==> src/hdl/flrsc_pkg.sv <==
// flrsc_pkg: types and constants for the fan/light remote state codec.
// No dependencies; used by the channel interfaces and every module.
package flrsc_pkg;

    // Request operation codes
    typedef enum logic [3:0] {
        OP_FRAME   = 4'd0,
        OP_LIGHT   = 4'd1,
        OP_BRIGHT  = 4'd2,
        OP_KELVIN  = 4'd3,
        OP_FAN     = 4'd4,
        OP_SPEED   = 4'd5,
        OP_REVERSE = 4'd6,
        OP_MODE    = 4'd7,
        OP_RESEND  = 4'd8
    } op_t;

    // Dense button numbering of the transmit frame
    typedef enum logic [3:0] {
        BTN_LIGHT_PWR = 4'd0,
        BTN_BR_UP     = 4'd1,
        BTN_BR_DN     = 4'd2,
        BTN_K_UP      = 4'd3,
        BTN_K_DN      = 4'd4,
        BTN_FAN_PWR   = 4'd5,
        BTN_SP_UP     = 4'd6,
        BTN_SP_DN     = 4'd7,
        BTN_REVERSE   = 4'd8,
        BTN_MODE      = 4'd9
    } btn_t;

    // Fan mode codes
    localparam logic [1:0] MODE_NORMAL = 2'd0;
    localparam logic [1:0] MODE_NIGHT  = 2'd1;
    localparam logic [1:0] MODE_BREEZE = 2'd2;

    // Configuration register indexes
    localparam logic [1:0] CFG_DEVICE_ADDRESS = 2'd0;
    localparam logic [1:0] CFG_REPEAT_COUNT   = 2'd1;
    localparam logic [1:0] CFG_LINK_PRESENT   = 2'd2;
    localparam int         CFG_DATA_W         = 16;

    // Value limits
    localparam logic [3:0] BR_MIN     = 4'd2;
    localparam logic [3:0] BR_MAX     = 4'd11;
    localparam logic [4:0] KELVIN_MIN = 5'd4;
    localparam logic [4:0] KELVIN_MAX = 5'd24;
    localparam logic [2:0] SPEED_MAX  = 3'd6;
    localparam logic [2:0] FST_OFF    = 3'd0;
    localparam logic [2:0] FST_BREEZE = 3'd7;

    typedef struct packed {
        logic [3:0] op;
        logic [7:0] frame_flags;
        logic [7:0] frame_light_fan;
        logic [7:0] set_value;
    } req_t;

    typedef struct packed {
        logic       frame_sent;
        logic [7:0] tx_flags;
        logic [7:0] tx_light_fan;
        logic [3:0] tx_button;
        logic       light_on;
        logic [3:0] brightness_step;
        logic [4:0] kelvin_index;
        logic       fan_running;
        logic [2:0] speed_level;
        logic [1:0] mode_code;
        logic       direction_reversed;
    } rsp_t;

    typedef struct packed {
        logic       light_on;
        logic [3:0] brightness;
        logic [4:0] kelvin;
        logic       fan_on;
        logic [2:0] speed;
        logic [1:0] mode;
        logic       reverse;
    } state_t;

endpackage

==> src/hdl/flrsc_req_if.sv <==
// flrsc_req_if: valid/ready channel carrying one request item.
// Depends on flrsc_pkg.
interface flrsc_req_if;
    logic              valid;
    logic              ready;
    flrsc_pkg::req_t   payload;

    modport source (output valid, output payload, input ready);
    modport sink   (input valid, input payload, output ready);
endinterface

==> src/hdl/flrsc_rsp_if.sv <==
// flrsc_rsp_if: valid/ready channel carrying one result item.
// Depends on flrsc_pkg.
interface flrsc_rsp_if;
    logic              valid;
    logic              ready;
    flrsc_pkg::rsp_t   payload;

    modport source (output valid, output payload, input ready);
    modport sink   (input valid, input payload, output ready);
endinterface

==> src/hdl/flrsc_step.sv <==
// flrsc_step: combinational state update and frame encode for one request.
// Depends on flrsc_pkg.
module flrsc_step (
    input  flrsc_pkg::req_t   req,
    input  flrsc_pkg::state_t state,
    input  logic              link_present,
    output flrsc_pkg::state_t state_next,
    output flrsc_pkg::rsp_t   rsp
);

    logic             on;
    logic             send;
    logic [3:0]       btn;
    logic [4:0]       ki;
    logic [3:0]       br;
    logic [2:0]       fst;
    logic [3:0]       bv;
    logic [4:0]       kv;
    logic [2:0]       sv;
    logic [1:0]       mv;
    logic [2:0]       tx_fst;
    logic [3:0]       tx_br;
    flrsc_pkg::state_t s;

    always_comb
    begin
        on  = (req.set_value != 8'd0);
        ki  = req.frame_flags[4:0];
        br  = req.frame_light_fan[3:0];
        fst = req.frame_light_fan[6:4];

        // setter clamps
        if (req.set_value < {4'd0, flrsc_pkg::BR_MIN})
            bv = flrsc_pkg::BR_MIN;
        else if (req.set_value > {4'd0, flrsc_pkg::BR_MAX})
            bv = flrsc_pkg::BR_MAX;
        else
            bv = req.set_value[3:0];

        if (req.set_value < {3'd0, flrsc_pkg::KELVIN_MIN})
            kv = flrsc_pkg::KELVIN_MIN;
        else if (req.set_value > {3'd0, flrsc_pkg::KELVIN_MAX})
            kv = flrsc_pkg::KELVIN_MAX;
        else
            kv = req.set_value[4:0];

        sv = (req.set_value > {5'd0, flrsc_pkg::SPEED_MAX}) ? flrsc_pkg::SPEED_MAX
                                                           : req.set_value[2:0];
        mv = (req.set_value > {6'd0, flrsc_pkg::MODE_BREEZE}) ? flrsc_pkg::MODE_BREEZE
                                                             : req.set_value[1:0];

        s    = state;
        send = 1'b0;
        btn  = flrsc_pkg::BTN_LIGHT_PWR;

        case (req.op)
            flrsc_pkg::OP_FRAME:
            begin
                s.reverse = req.frame_flags[5];
                if (req.frame_flags[7])
                    s.mode = flrsc_pkg::MODE_BREEZE;
                else if (req.frame_flags[6])
                    s.mode = flrsc_pkg::MODE_NIGHT;
                else
                    s.mode = flrsc_pkg::MODE_NORMAL;
                if (ki >= flrsc_pkg::KELVIN_MIN && ki <= flrsc_pkg::KELVIN_MAX)
                    s.kelvin = ki;
                if (br >= flrsc_pkg::BR_MIN && br <= flrsc_pkg::BR_MAX)
                    s.brightness = br;
                s.light_on = req.frame_light_fan[7];
                if (fst == flrsc_pkg::FST_OFF)
                    s.fan_on = 1'b0;
                else if (fst == flrsc_pkg::FST_BREEZE)
                begin
                    s.fan_on = 1'b1;
                    s.mode   = flrsc_pkg::MODE_BREEZE;
                end
                else
                begin
                    s.fan_on = 1'b1;
                    s.speed  = fst;
                end
            end
            flrsc_pkg::OP_LIGHT:
            begin
                if (state.light_on != on)
                begin
                    s.light_on = on;
                    send       = 1'b1;
                    btn        = flrsc_pkg::BTN_LIGHT_PWR;
                end
            end
            flrsc_pkg::OP_BRIGHT:
            begin
                if (!(bv == state.brightness && state.light_on))
                begin
                    s.brightness = bv;
                    s.light_on   = 1'b1;
                    send         = 1'b1;
                    btn          = (bv >= state.brightness) ? flrsc_pkg::BTN_BR_UP
                                                            : flrsc_pkg::BTN_BR_DN;
                end
            end
            flrsc_pkg::OP_KELVIN:
            begin
                if (!(kv == state.kelvin && state.light_on))
                begin
                    s.kelvin   = kv;
                    s.light_on = 1'b1;
                    send       = 1'b1;
                    btn        = (kv >= state.kelvin) ? flrsc_pkg::BTN_K_UP
                                                      : flrsc_pkg::BTN_K_DN;
                end
            end
            flrsc_pkg::OP_FAN:
            begin
                if (state.fan_on != on)
                begin
                    s.fan_on = on;
                    send     = 1'b1;
                    btn      = flrsc_pkg::BTN_FAN_PWR;
                end
            end
            flrsc_pkg::OP_SPEED:
            begin
                if (sv == 3'd0)
                begin
                    // speed zero switches the fan off
                    if (state.fan_on)
                    begin
                        s.fan_on = 1'b0;
                        send     = 1'b1;
                        btn      = flrsc_pkg::BTN_FAN_PWR;
                    end
                end
                else if (!(state.fan_on && sv == state.speed
                           && state.mode == flrsc_pkg::MODE_NORMAL))
                begin
                    s.speed  = sv;
                    s.fan_on = 1'b1;
                    s.mode   = flrsc_pkg::MODE_NORMAL;
                    send     = 1'b1;
                    btn      = (sv >= state.speed) ? flrsc_pkg::BTN_SP_UP
                                                   : flrsc_pkg::BTN_SP_DN;
                end
            end
            flrsc_pkg::OP_REVERSE:
            begin
                if (state.reverse != on)
                begin
                    s.reverse = on;
                    send      = 1'b1;
                    btn       = flrsc_pkg::BTN_REVERSE;
                end
            end
            flrsc_pkg::OP_MODE:
            begin
                if (state.mode != mv)
                begin
                    s.mode = mv;
                    if (mv != flrsc_pkg::MODE_NORMAL)
                        s.fan_on = 1'b1;
                    if (mv == flrsc_pkg::MODE_NIGHT)
                        s.speed = 3'd1;
                    send = 1'b1;
                    btn  = flrsc_pkg::BTN_MODE;
                end
            end
            flrsc_pkg::OP_RESEND:
            begin
                send = 1'b1;
                btn  = flrsc_pkg::BTN_FAN_PWR;
            end
            default:
            begin
                // unused op codes: no change, no frame
            end
        endcase

        send = send & link_present;

        // frame encode from the updated state
        if (!s.fan_on)
            tx_fst = flrsc_pkg::FST_OFF;
        else if (s.mode == flrsc_pkg::MODE_BREEZE)
            tx_fst = flrsc_pkg::FST_BREEZE;
        else
            tx_fst = s.speed;

        if (s.brightness < flrsc_pkg::BR_MIN)
            tx_br = flrsc_pkg::BR_MIN;
        else if (s.brightness > flrsc_pkg::BR_MAX)
            tx_br = flrsc_pkg::BR_MAX;
        else
            tx_br = s.brightness;

        state_next             = s;
        rsp.frame_sent         = send;
        rsp.tx_flags           = send ? {s.mode == flrsc_pkg::MODE_BREEZE,
                                         s.mode == flrsc_pkg::MODE_NIGHT,
                                         s.reverse, s.kelvin} : 8'd0;
        rsp.tx_light_fan       = send ? {s.light_on, tx_fst, tx_br} : 8'd0;
        rsp.tx_button          = send ? btn : 4'd0;
        rsp.light_on           = s.light_on;
        rsp.brightness_step    = s.brightness;
        rsp.kelvin_index       = s.kelvin;
        rsp.fan_running        = s.fan_on;
        rsp.speed_level        = s.speed;
        rsp.mode_code          = s.mode;
        rsp.direction_reversed = s.reverse;
    end

endmodule

==> src/hdl/fan_light_remote_state_codec.sv <==
// fan_light_remote_state_codec: top level of the fan/light state mirror and codec.
// Depends on flrsc_pkg, flrsc_req_if, flrsc_rsp_if and flrsc_step.
//
// Usage:
//   req  - request channel (valid/ready). op selects received-frame decode,
//          one of the setters, or resend. One request gives exactly one result.
//   rsp  - result channel (valid/ready). Each result carries the transmit
//          frame (frame_sent, tx_flags, tx_light_fan, tx_button; all zero when
//          nothing is sent) and the full fan/light state after the request.
//   cfg  - write-only register port (cfg_we, cfg_index, cfg_data). Only
//          link_present affects this block; device address and repeat count
//          belong to the downstream transmitter and are accepted and dropped.
// Throughput: one request per cycle while req.ready is high. The state update and
//   frame encode are a single combinational pass from the state registers into the
//   result register, or into the skid register while the output stalls.
// Stall: a two-deep output (result register plus skid register) keeps req.ready
//   high while one result waits; req.ready drops only when both are full.
// Reset: state clears to zero, link_present comes up as 1, output empty.
module fan_light_remote_state_codec (
    input  logic                                 clk,
    input  logic                                 rst_n,
    flrsc_req_if.sink                            req,
    flrsc_rsp_if.source                          rsp,
    input  logic                                 cfg_we,
    input  logic [1:0]                           cfg_index,
    input  logic [flrsc_pkg::CFG_DATA_W-1:0]     cfg_data
);

    flrsc_pkg::state_t state_reg;
    flrsc_pkg::state_t state_next;
    logic              link_present_reg;

    flrsc_pkg::rsp_t   step_rsp;
    flrsc_pkg::rsp_t   out_data_reg;
    flrsc_pkg::rsp_t   skid_data_reg;
    logic              out_valid_reg;
    logic              skid_valid_reg;

    logic              accept;
    logic              pop;

    assign req.ready   = !skid_valid_reg;
    assign accept      = req.valid && !skid_valid_reg;
    assign pop         = out_valid_reg && rsp.ready;
    assign rsp.valid   = out_valid_reg;
    assign rsp.payload = out_data_reg;

    flrsc_step u_step (
        .req          (req.payload),
        .state        (state_reg),
        .link_present (link_present_reg),
        .state_next   (state_next),
        .rsp          (step_rsp)
    );

    // config: only the link flag is kept here
    always_ff @(posedge clk or negedge rst_n)
    begin
        if (!rst_n)
            link_present_reg <= 1'b1;
        else if (cfg_we)
        begin
            case (cfg_index)
                flrsc_pkg::CFG_LINK_PRESENT: link_present_reg <= cfg_data[0];
                default:                     ;
            endcase
        end
    end

    // mirrored state advances on every accepted request
    always_ff @(posedge clk or negedge rst_n)
    begin
        if (!rst_n)
            state_reg <= '0;
        else if (accept)
            state_reg <= state_next;
    end

    // output register + skid
    always_ff @(posedge clk or negedge rst_n)
    begin
        if (!rst_n)
        begin
            out_valid_reg  <= 1'b0;
            skid_valid_reg <= 1'b0;
        end
        else if (skid_valid_reg)
        begin
            if (pop)
            begin
                out_valid_reg  <= 1'b1;
                skid_valid_reg <= 1'b0;
            end
        end
        else if (accept)
        begin
            if (out_valid_reg && !pop)
                skid_valid_reg <= 1'b1;
            else
                out_valid_reg <= 1'b1;
        end
        else if (pop)
            out_valid_reg <= 1'b0;
    end

    always_ff @(posedge clk)
    begin
        if (skid_valid_reg)
        begin
            if (pop)
                out_data_reg <= skid_data_reg;
        end
        else if (accept)
        begin
            if (out_valid_reg && !pop)
                skid_data_reg <= step_rsp;
            else
                out_data_reg <= step_rsp;
        end
    end

endmodule
==> src/flat_wrapper.sv <==
// flat-port wrapper written by rule: the top's interface ports become plain ports
module fan_light_remote_state_codec_flat 
  (clk, rst_n, cfg_we, cfg_index, cfg_data, req_valid, req_payload, req_ready, rsp_valid, rsp_payload, rsp_ready);
  flrsc_req_if req_i ();
  flrsc_rsp_if rsp_i ();
  input  logic clk;
  input  logic rst_n;
  input  logic cfg_we;
  input  logic [1:0] cfg_index;
  input  logic [flrsc_pkg::CFG_DATA_W-1:0] cfg_data;
  input wire logic [$bits(req_i.valid)-1:0] req_valid;
  input wire logic [$bits(req_i.payload)-1:0] req_payload;
  output wire logic [$bits(req_i.ready)-1:0] req_ready;
  output wire logic [$bits(rsp_i.valid)-1:0] rsp_valid;
  output wire logic [$bits(rsp_i.payload)-1:0] rsp_payload;
  input wire logic [$bits(rsp_i.ready)-1:0] rsp_ready;
  assign req_i.valid = req_valid;
  assign req_i.payload = req_payload;
  assign req_ready = req_i.ready;
  assign rsp_valid = rsp_i.valid;
  assign rsp_payload = rsp_i.payload;
  assign rsp_i.ready = rsp_ready;
  fan_light_remote_state_codec u_core (.clk(clk), .rst_n(rst_n), .req(req_i), .rsp(rsp_i), .cfg_we(cfg_we), .cfg_index(cfg_index), .cfg_data(cfg_data));
endmodule
==> config.mk <==
export PLATFORM = sky130hd
export DESIGN_NAME = fan_light_remote_state_codec_flat
export DESIGN_NICKNAME = d
export VERILOG_FILES = /design/src/hdl/flrsc_pkg.sv /design/src/hdl/flrsc_req_if.sv /design/src/hdl/flrsc_rsp_if.sv /design/src/hdl/flrsc_step.sv /design/src/hdl/fan_light_remote_state_codec.sv /design/src/flat_wrapper.sv
export SDC_FILE = /design/constraint.sdc
export NUM_CORES = 1
export LEC_CHECK = 0
export ABC_AREA = 0
export BUFFER_PORTS_ARGS = -buffer_cell sky130_fd_sc_hd__clkbuf_2
export CORE_AREA = 2 2 119 121
export CTS_BUF_LIST = sky130_fd_sc_hd__clkbuf_8
export DETAILED_ROUTE_END_ITERATION = 10
export DIE_AREA = 0 0 121 123
export PLACE_DENSITY = 0.58
export SYNTH_ARGS = -nofsm -noshare
export SYNTH_HDL_FRONTEND = slang
export SYNTH_SLANG_ARGS = --single-unit
==> constraint.sdc <==
create_clock -name clk -period 4.55 [get_ports clk]
set_input_delay 0.455 -clock clk [delete_from_list [all_inputs] [get_ports clk]]
set_output_delay 0.455 -clock clk [all_outputs]
set_load 0.02 [all_outputs]
Word-level counts from Yosys, hierarchy flattened

Cells that the tools add are included.
Widths: inputs -> output; s select.

Register bits: 96
Input bits: 51
Logic and storage cells: 169

Magnitude comparators: 15
Equal/unequal tests: 23
Muxes and demuxes: 74
Bitwise operators: 2
Reductions and logical operators: 23

Operators by type and width:

| operator           | number |
|---|---|
| $mux 38            | 4 |
| $mux 4             | 9 |
| $mux 5             | 7 |
| $mux 3             | 10 |
| $pmux 4 s7         | 1 |
| $mux 1             | 27 |
| $eq 4x3->1 const B | 4 |
| $mux 8             | 2 |
| $pmux 5 s3         | 1 |
| $mux 6             | 2 |
| $mux 2             | 5 |
| $pmux 5 s2         | 1 |
| $logic_and 1x1->1  | 9 |
| $reduce_and 3->1   | 3 |
| $eq 4x2->1 const B | 2 |
| $gt 8x2->1 const B | 1 |
| $gt 8x3->1 const B | 1 |
| $gt 8x4->1 const B | 1 |
| $gt 8x5->1 const B | 1 |
| $lt 8x2->1 const B | 1 |
| $lt 8x3->1 const B | 1 |
| $pmux 1 s4         | 2 |
| $pmux 1 s8         | 1 |
| $pmux 4 s2         | 1 |
| other kinds (32)   | 40 |

Logic depth before layout (Yosys ltp)

Gate-level depths: netlist (run 1).

Depth in word-level cells: 15
Gate-level depth with buffers: 13
Gate-level depth less buffers: 11

Cells and area by module

From an unflattened synthesis (run 1), not the netlist that was laid out.

Cells, all modules: 465
Area total of the unflattened synthesis: 5429.0 sq um

Modules (own cells, without submodules):

| module                       | instances | cells each | area an instance (sq um) |
|---|---|---|---|
| fan_light_remote_state_codec | 1         | 170        | 3572.2 |
| flrsc_step                   | 1         | 295        | 1856.8 |

Worst setup path after synthesis (run 1)

No wires, ideal clock.

Kind: reg-to-reg
Start: register u_core.skid_valid_reg
End: register u_core.skid_data_reg[0] (netlist name), enable pin
Data arrival time: 3.704 ns
Required time: 4.061 ns
Setup slack: 0.357 ns
Stages on the path, launching flop included: 5
Buffers on the path: 1
Period minus slack after synthesis: 4.193 ns
Cell sequence: dfrtp_1 > clkinv_1 > nand2_1 > clkbuf_1 > nor3b_1

Longest elaborated chain between the ends: 3
Elaborated cells between the ends (all ways): 4

RTL lines:

| element                             | line                                | RTL |
|---|---|---|
| start: declaration                  | fan_light_remote_state_codec.sv:37  | `logic skid_valid_reg;` |
| start signal: assignment            | fan_light_remote_state_codec.sv:85  | `skid_valid_reg <= 1'b0;` |
| start signal: assignment            | fan_light_remote_state_codec.sv:92  | `skid_valid_reg <= 1'b0;` |
| start signal: assignment            | fan_light_remote_state_codec.sv:98  | `skid_valid_reg <= 1'b1;` |
| $logic_not 1->1                     | fan_light_remote_state_codec.sv:43  | `assign accept = req.valid && !skid_valid_reg;` |
| $logic_and 1x1->1                   | fan_light_remote_state_codec.sv:43  |  |
| $reduce_and 3->1 (no source line) * | --                                  |  |
| end signal: assignment              | fan_light_remote_state_codec.sv:116 | `skid_data_reg <= step_rsp;` |
| end: declaration                    | fan_light_remote_state_codec.sv:35  | `flrsc_pkg::rsp_t skid_data_reg;` |

Mark *: on every way between the ends. The rest lies on a longest branch, timed or not.
A chain may end at the register's enable or synchronous reset.

Final worst setup path (run 1)

Start: input port req_payload[7]
End: register u_core.out_data_reg (netlist bit u_core.rsp.payload[23]) (data pin)

Longest elaborated chain between the ends: 14
Elaborated cells between the ends (all ways): 45

RTL lines:

| element                | line                                | RTL |
|---|---|---|
| start: declaration     | flat_wrapper.sv:12                  | `input wire logic [$bits(req_i.payload)-1:0] req_payload;` |
| $gt 8x4->1             | flrsc_step.sv:35                    | `else if (req.set_value > {4'd0, flrsc_pkg::BR_MAX})` |
| $mux 4                 | flrsc_step.sv:35                    |  |
| $mux 4                 | flrsc_step.sv:33                    | `if (req.set_value < {4'd0, flrsc_pkg::BR_MIN})` |
| $eq 4x4->1             | flrsc_step.sv:95                    | `if (!(bv == state.brightness && state.light_on))` |
| $logic_and 1x1->1      | flrsc_step.sv:95                    |  |
| $mux 5                 | flrsc_step.sv:95                    |  |
| $pmux 4 s2             | flrsc_step.sv:56                    | `case (req.op)` |
| $gt 4x4->1             | flrsc_step.sv:192                   | `else if (s.brightness > flrsc_pkg::BR_MAX)` |
| $mux 4                 | flrsc_step.sv:192                   |  |
| $mux 4                 | flrsc_step.sv:190                   | `if (s.brightness < flrsc_pkg::BR_MIN)` |
| $mux 8 *               | flrsc_step.sv:202                   | `rsp.tx_light_fan = send ? {s.light_on, tx_fst, tx_br} : 8'd0;` |
| $mux 38 *              | fan_light_remote_state_codec.sv:115 | `if (out_valid_reg && !pop)` |
| $mux 38 *              | fan_light_remote_state_codec.sv:113 | `else if (accept)` |
| $mux 38 *              | fan_light_remote_state_codec.sv:108 | `if (skid_valid_reg)` |
| end signal: assignment | fan_light_remote_state_codec.sv:111 | `out_data_reg <= skid_data_reg;` |
| end signal: assignment | fan_light_remote_state_codec.sv:118 | `out_data_reg <= step_rsp;` |
| end: declaration       | fan_light_remote_state_codec.sv:34  | `flrsc_pkg::rsp_t out_data_reg;` |

Mark *: on every way between the ends. The rest lies on a longest branch, timed or not. The select of a mux whose other input is x is not followed.

==> run_results.csv, run 1 <==
group,metric,value,unit
synth,synth-edff-count,76,
clocking,cts_hold_buf,0,
synth,synth_nets,574,
cells_and_area,final.fill_count,1309,
worst_setup_path,critPathTopFamily,"simple AND/OR/NAND/NOR gates",
synth,syn_area,5370,sq um
die,core_area,13600,sq um
route,wl_per_cell,16.0,um
synth,ys_ff_latch,96,
cells_and_area,final_cell_mix,"edfxtp_1, clkbuf_2, nand2_1, nor2_1, inv_1",
placed_design,dp_hpwl,8880,um
timing,clock_skew,0.00928,ns
cells_and_area,final_common_cell,"edfxtp_1",
timing,setup_violations,0,
worst_setup_path,cp-start-kind,"input port",
cells_and_area,drive_gt1_share,24.8,%
power_and_ir_drop,leakage,2.39,nW
synth,synthTopCellsByArea,"edfxtp_1, dfrtp_1, ha_1, nand2_1, nor2_1",
worst_setup_path,cp_slowest_cell,"or4_1",
global_route,grt_antenna_before_repair,0,
timing,maxSlewViolCount,0,
die,initial_core_util,39.5,%
timing,tns,0,ns
worst_setup_path,critPathMaxStageDelay,0.72,ns
status,status,"finished, final reports clean",
cells_and_area,final_area,6060,sq um
clocking,htreeDepth,3,
timing,fmax,276,MHz
worst_setup_path,worstSetupPathType,"input port to flip-flop",
synth,async_reset_ff_share,20.8,%
worst_setup_path,worstPathArrival,3.72,ns
clocking,cts-root-buf,"clkbuf_8",
placed_design,gp_congestion,0.902,
timing,period_share,79.7,%
route,drt_iter0_markers,252,
power_and_ir_drop,irDropWorstVdd,0.213,mV
timing,period_minus_slack,3.63,ns
cells_and_area,num-nets-final,640,
timing,hold_viol_final,0,
die,core.rowCount,43,
global_route,grt_pass1_vias,3639,
synth,ys_warn_count,0,
placed_design,portBuffers,75,
global_route,track_usage,16.7,%
synth,avgSynthCellArea,10.6,sq um
die,ios,91,
worst_setup_path,r2r_slack,1.77,ns
clocking,cts_buffers,9,
clocking,clk_pin_slew_worst_paths,0.09,ns
clocking,tritoncts,"done",
die,die_y,123,um
route,drc,0,
route,drt_first_pass_iters,5,
route,vias,4064,
die,die-area,14900,sq um
clocking,cts_setup_buffers,0,
worst_setup_path,cp_max_fo,28,
clocking,clockBufferDepth,2,
clocking,postCtsResizedCells,0,
worst_setup_path,cp-end-kind,"flip-flop",
worst_setup_path,crit_chain,"clkbuf_2 -> or4_1 -> or3_1 -> ha_1 -> nand4_1 -> o21ai_0 -> and3_1 -> o2111ai_2 -> nand2_2 -> o31ai_1",
synth,synth_top_cell_by_area,"edfxtp_1",
placed_design,postPlaceCellArea,5900,sq um
cells_and_area,insertedDiodeCount,0,
worst_setup_path,worst_ep_required_time,4.65,ns
synth,seq_area_frac_synth,51.8,%
clocking,clock_sinks,96,
worst_setup_path,r2r_cells,8,
worst_setup_path,cp_num_cells,10,
worst_setup_path,path_buf_inv,1,
clocking,worstSkewPairLatency,0.36,ns
timing,worst_pin_slew,0.835,ns
route,finalWirelength,12100,um
cells_and_area,post-route-util,44.5,%
power_and_ir_drop,p_per_area,537,nW/um^2
synth,synth_cell_types,84,
synth,ys.flop_type,"edfxtp_1",
flow_run,cap_violations,0,
hold_path,hold_class,"input port to asynchronous set/reset pin",
route,via_per_inst,5.38,
timing,rsz0062_at_grt,"no",
synth,netlist_instances,505,
global_route,grt_max_degree,49,
cells_and_area,area_growth,12.9,%
placed_design,dp_slack,0.527,ns
global_route,grt_pass1_wl,19300,um
timing,relSlewSlack,44.4,%
route,ant_nets,0,
global_route,gr-total-overflow,0,
synth,yosysTopAreaCellShare,42.5,%
die,chipWidth,121,um
timing,finalWorstSetupSlack,0.923,ns
## report_power, final
group / internal (mW) / switching [mW]
logic: 0.447 / 0.877
clock network: 0.195 / 0.290
registers: 1.32 / 0.133
## area by class of cell
cell class	instances	area (sq um)	area share (%)
clock buffers	9	124	2.04
clock inverters	7	41.3	0.681
inverters	31	116	1.92
multi-input cells	350	2340	38.5
flip-flops and latches	96	2780	45.9
well taps	180	225	3.71
repair buffers	83	435	7.18
## logic make-up after synthesis
logic type      Yosys count  synth area share (%)
compound gates          132                  17.6
flops                    96                  51.8
xor+xnor                  1                 0.163
mux                      15                  3.19
fa+ha+maj                19                  4.38
simple gates            183                  18.0
buf+inv                  59                  4.82
## metal layers
| layer | part of all wire [%] | up-vias | track usage (%) |
|---|---|---|---|
| met5 | 0 | - | 0 |
| li1 | - | 2005 | - |
| met2 | 44 | 130 | 24.7 |
| met4 | 2.4 | 0 | 6.54 |
| met3 | 5.8 | 15 | 2.58 |
| met1 | 48 | 1914 | 24.7 |
## through the flow
stage / hold slack [ns] / total power, mW / std cells
4_1_cts: 0.0722 / 3.29 / 756
6_report: 0.0676 / 3.26 / 756
3_5_place_dp: 0.466 / 2.81 / 740
2_1_floorplan: 0.159 / 2.40 / 505
5_1_grt: 0.0914 / 3.49 / 756
3_3_place_gp: 0.470 / 2.77 / 740
## synthesized netlist by cell type (6+ instances only)
library cell  number
nor3_1            10
nand2_1           60
inv_1             28
clkbuf_1          17
nor2_1            48
nor2b_1            6
o31ai_1           21
mux2_2            13
o21ai_0           23
edfxtp_1          76
buf_2              6
ha_1              18
a31oi_1            6
a21oi_1           24
nand3_1            6
dfrtp_1           19
## path summary, 6_finish.rpt
path | from | endpoint
worst min register to register | u_core.skid_data_reg[35] | u_core.rsp.payload[35]
worst min-delay path | rst_n | u_core.state_reg[8]
min in group clk | rsp_ready | u_core.skid_valid_reg
max in group asynchronous | rst_n | u_core.state_reg[11]
worst max-delay path | req_payload[7] | u_core.rsp.payload[23]
worst max register to register | u_core.state_reg[4] | u_core.rsp.payload[23]
(Power assumes the default switching activity.)
==> run 2: changes to the inputs <==
==> constraint.sdc (replaced) <==
create_clock -name clk -period 3.65 [get_ports clk]
set_input_delay 0.365 -clock clk [delete_from_list [all_inputs] [get_ports clk]]
set_output_delay 0.365 -clock clk [all_outputs]
set_load 0.02 [all_outputs]
==> run 2 against run 1 <==
  * Critical path depth unchanged
  * Clock skew increased by 0.0039 ns
  * Utilization increased by 1.3 points
  * Setup slack got worse by 0.64 ns
  * Die area unchanged
  * Design area increased by 2.8%
  * Sequential power increased by 25%
  * Critical endpoint is now u_core.rsp.payload[22]
  * Flip-flop and latch count unchanged
  * Global-route usage increased by 1.1 points
  * Hold slack improved by 0.15 ns
  * Total power increased by 29%
==> run_results.csv, run 2 (synthesis gave the netlist of run 1 again) <==
group,metric,value,unit
timing,hold_viol_final,0,
global_route,grt_antenna_before_repair,0,
global_route,grt_busiest_layer,"met2",
timing,rsz0062_at_grt,"no",
worst_setup_path,crit_start,"req_payload[7]",
clocking,htreeDepth,3,
cells_and_area,final_area,6230,sq um
clocking,cts-root-buf,"clkbuf_8",
timing,setup_violations,0,
worst_setup_path,cp-start-kind,"input port",
placed_design,dp_slack,-0.0391,ns
timing,worst_pin_slew,0.746,ns
power_and_ir_drop,p_per_area,673,nW/um^2
cells_and_area,drive_gt1_share,26.8,%
worst_setup_path,cp_max_fo,5,
worst_setup_path,crit_chain,"clkbuf_2 -> or4_1 -> or3_1 -> ha_1 -> and4_1 -> a21boi_0 -> or2_2 -> o211ai_1 -> a21oi_1 -> o31ai_1",
worst_setup_path,endpoint,"u_core.rsp.payload[22]",
cells_and_area,num-nets-final,657,
placed_design,postPlaceCellArea,6040,sq um
clocking,tritoncts,"done",
hold_path,hp-start,"cfg_data[0]",
worst_setup_path,worstSetupPathType,"input port to flip-flop",
global_route,grt_max_degree,49,
timing,maxSlewViolCount,0,
route,via_per_inst,5.34,
die,chipWidth,121,um
worst_setup_path,r2r_end,"u_core.rsp.payload[22]",
timing,period_share,92.3,%
route,drt_first_pass_iters,4,
global_route,grtUsageMet1,26.2,%
die,ios,91,
power_and_ir_drop,irDropWorstVdd,0.244,mV
global_route,track_usage,17.8,%
timing,fmax,297,MHz
die,die-area,14900,sq um
route,ant_nets,0,
placed_design,dp_hpwl,9230,um
global_route,grt_pass1_wl,20500,um
worst_setup_path,reg2reg_from,"u_core.state_reg[15]",
clocking,clk_pin_slew_worst_paths,0.10,ns
worst_setup_path,path_buf_inv,1,
cells_and_area,final_cell_mix,"edfxtp_1, clkbuf_2, nand2_1, nor2_1, inv_1",
worst_setup_path,critPathMaxStageDelay,0.68,ns
route,wl_per_cell,16.3,um
route,vias,4128,
global_route,gr-total-overflow,0,
die,die_y,123,um
worst_setup_path,critPathTopFamily,"simple AND/OR/NAND/NOR gates",
placed_design,place_inst,756,
flow_run,cap_violations,0,
worst_setup_path,cp_num_cells,10,
die,core.rowCount,43,
global_route,grt.met3_usage,2.77,%
worst_setup_path,cp_slowest_cell,"or4_1",
clocking,postCtsResizedCells,0,
timing,relSlewSlack,50.3,%
cells_and_area,insertedDiodeCount,0,
clocking,clock_sinks,96,
worst_setup_path,worst_ep_required_time,3.85,ns
route,finalWirelength,12600,um
placed_design,gp_congestion,0.843,
worst_setup_path,cp-end-kind,"flip-flop",
cells_and_area,final_cells,773,
timing,clock_skew,0.0132,ns
power_and_ir_drop,leakage,2.49,nW
die,initial_core_util,39.5,%
timing,finalWorstSetupSlack,0.283,ns
route,drt_iter0_markers,300,
status,status,"finished, final reports clean",
clocking,clockBufferDepth,2,
clocking,cts_buffers,9,
worst_setup_path,r2r_cells,8,
route,drc,0,
cells_and_area,final_common_cell,"edfxtp_1",
hold_path,hold_class,"input port to flip-flop",
power_and_ir_drop,power,4.20,mW
clocking,worstSkewPairLatency,0.37,ns
die,core_area,13600,sq um
worst_setup_path,r2r_slack,1.03,ns
global_route,use_met2,26.7,%
cells_and_area,area_growth,16.1,%
placed_design,portBuffers,75,
timing,period_minus_slack,3.37,ns
global_route,grt_pass1_vias,3879,
worst_setup_path,worstPathArrival,3.57,ns
[run 2: area by class of cell]
cell class	instances	area, sq um
fillers	1292	7380
well taps	180	225
flip-flops and latches	96	2780
inverters	31	116
clock inverters	7	63.8
repair buffers	100	578
clock buffers	9	124
multi-input cells	350	2340
[run 2: power by group]
part | switching (mW) | leakage (nW) | internal [mW] | total, mW
sequential | 0.171 | 0.966 | 1.64 | 1.81
combinational | 1.10 | 1.42 | 0.597 | 1.70
clock | 0.371 | 0.104 | 0.313 | 0.684
total | 1.65 | 2.49 | 2.55 | 4.20
[run 2: repair_timing]
item                                    CTS  global route
hold buffers                              1             0
setup buffers                             0             0
endpoints found under the setup margin    0             0
endpoints found under the hold margin    11             0
[run 2: worst min-delay path by stage]
stage | endpoint | cells past startpoint
6_report | u_core.link_present_reg | 2
5_1_grt | u_core.link_present_reg | 2
4_1_cts | u_core.link_present_reg | 2
3_5_place_dp | u_core.state_reg[14] | 1
3_3_place_gp | u_core.state_reg[15] | 1
2_1_floorplan | u_core.rsp.valid | 0
[run 2: per-stage QoR]
stage	utilization (%)	TNS (ns)	hold slack, ns
after floorplan	-	0	0.0694
after global placement	44.4	0	0.398
final	45.8	0	0.221
after global routing	45.8	0	0.217
after CTS	45.8	0	0.207
after detailed placement	44.4	-0.0391	0.404
[run 2: per-layer routing]
layer | routed length [um] | share of wire [%] | vias to the layer above
met2 | 5640 | 45 | 112
li1 | - | - | 2041
met4 | 255 | 2.0 | 0
met5 | 0 | 0 | -
met1 | 6070 | 48 | 1958
met3 | 629 | 5.0 | 17
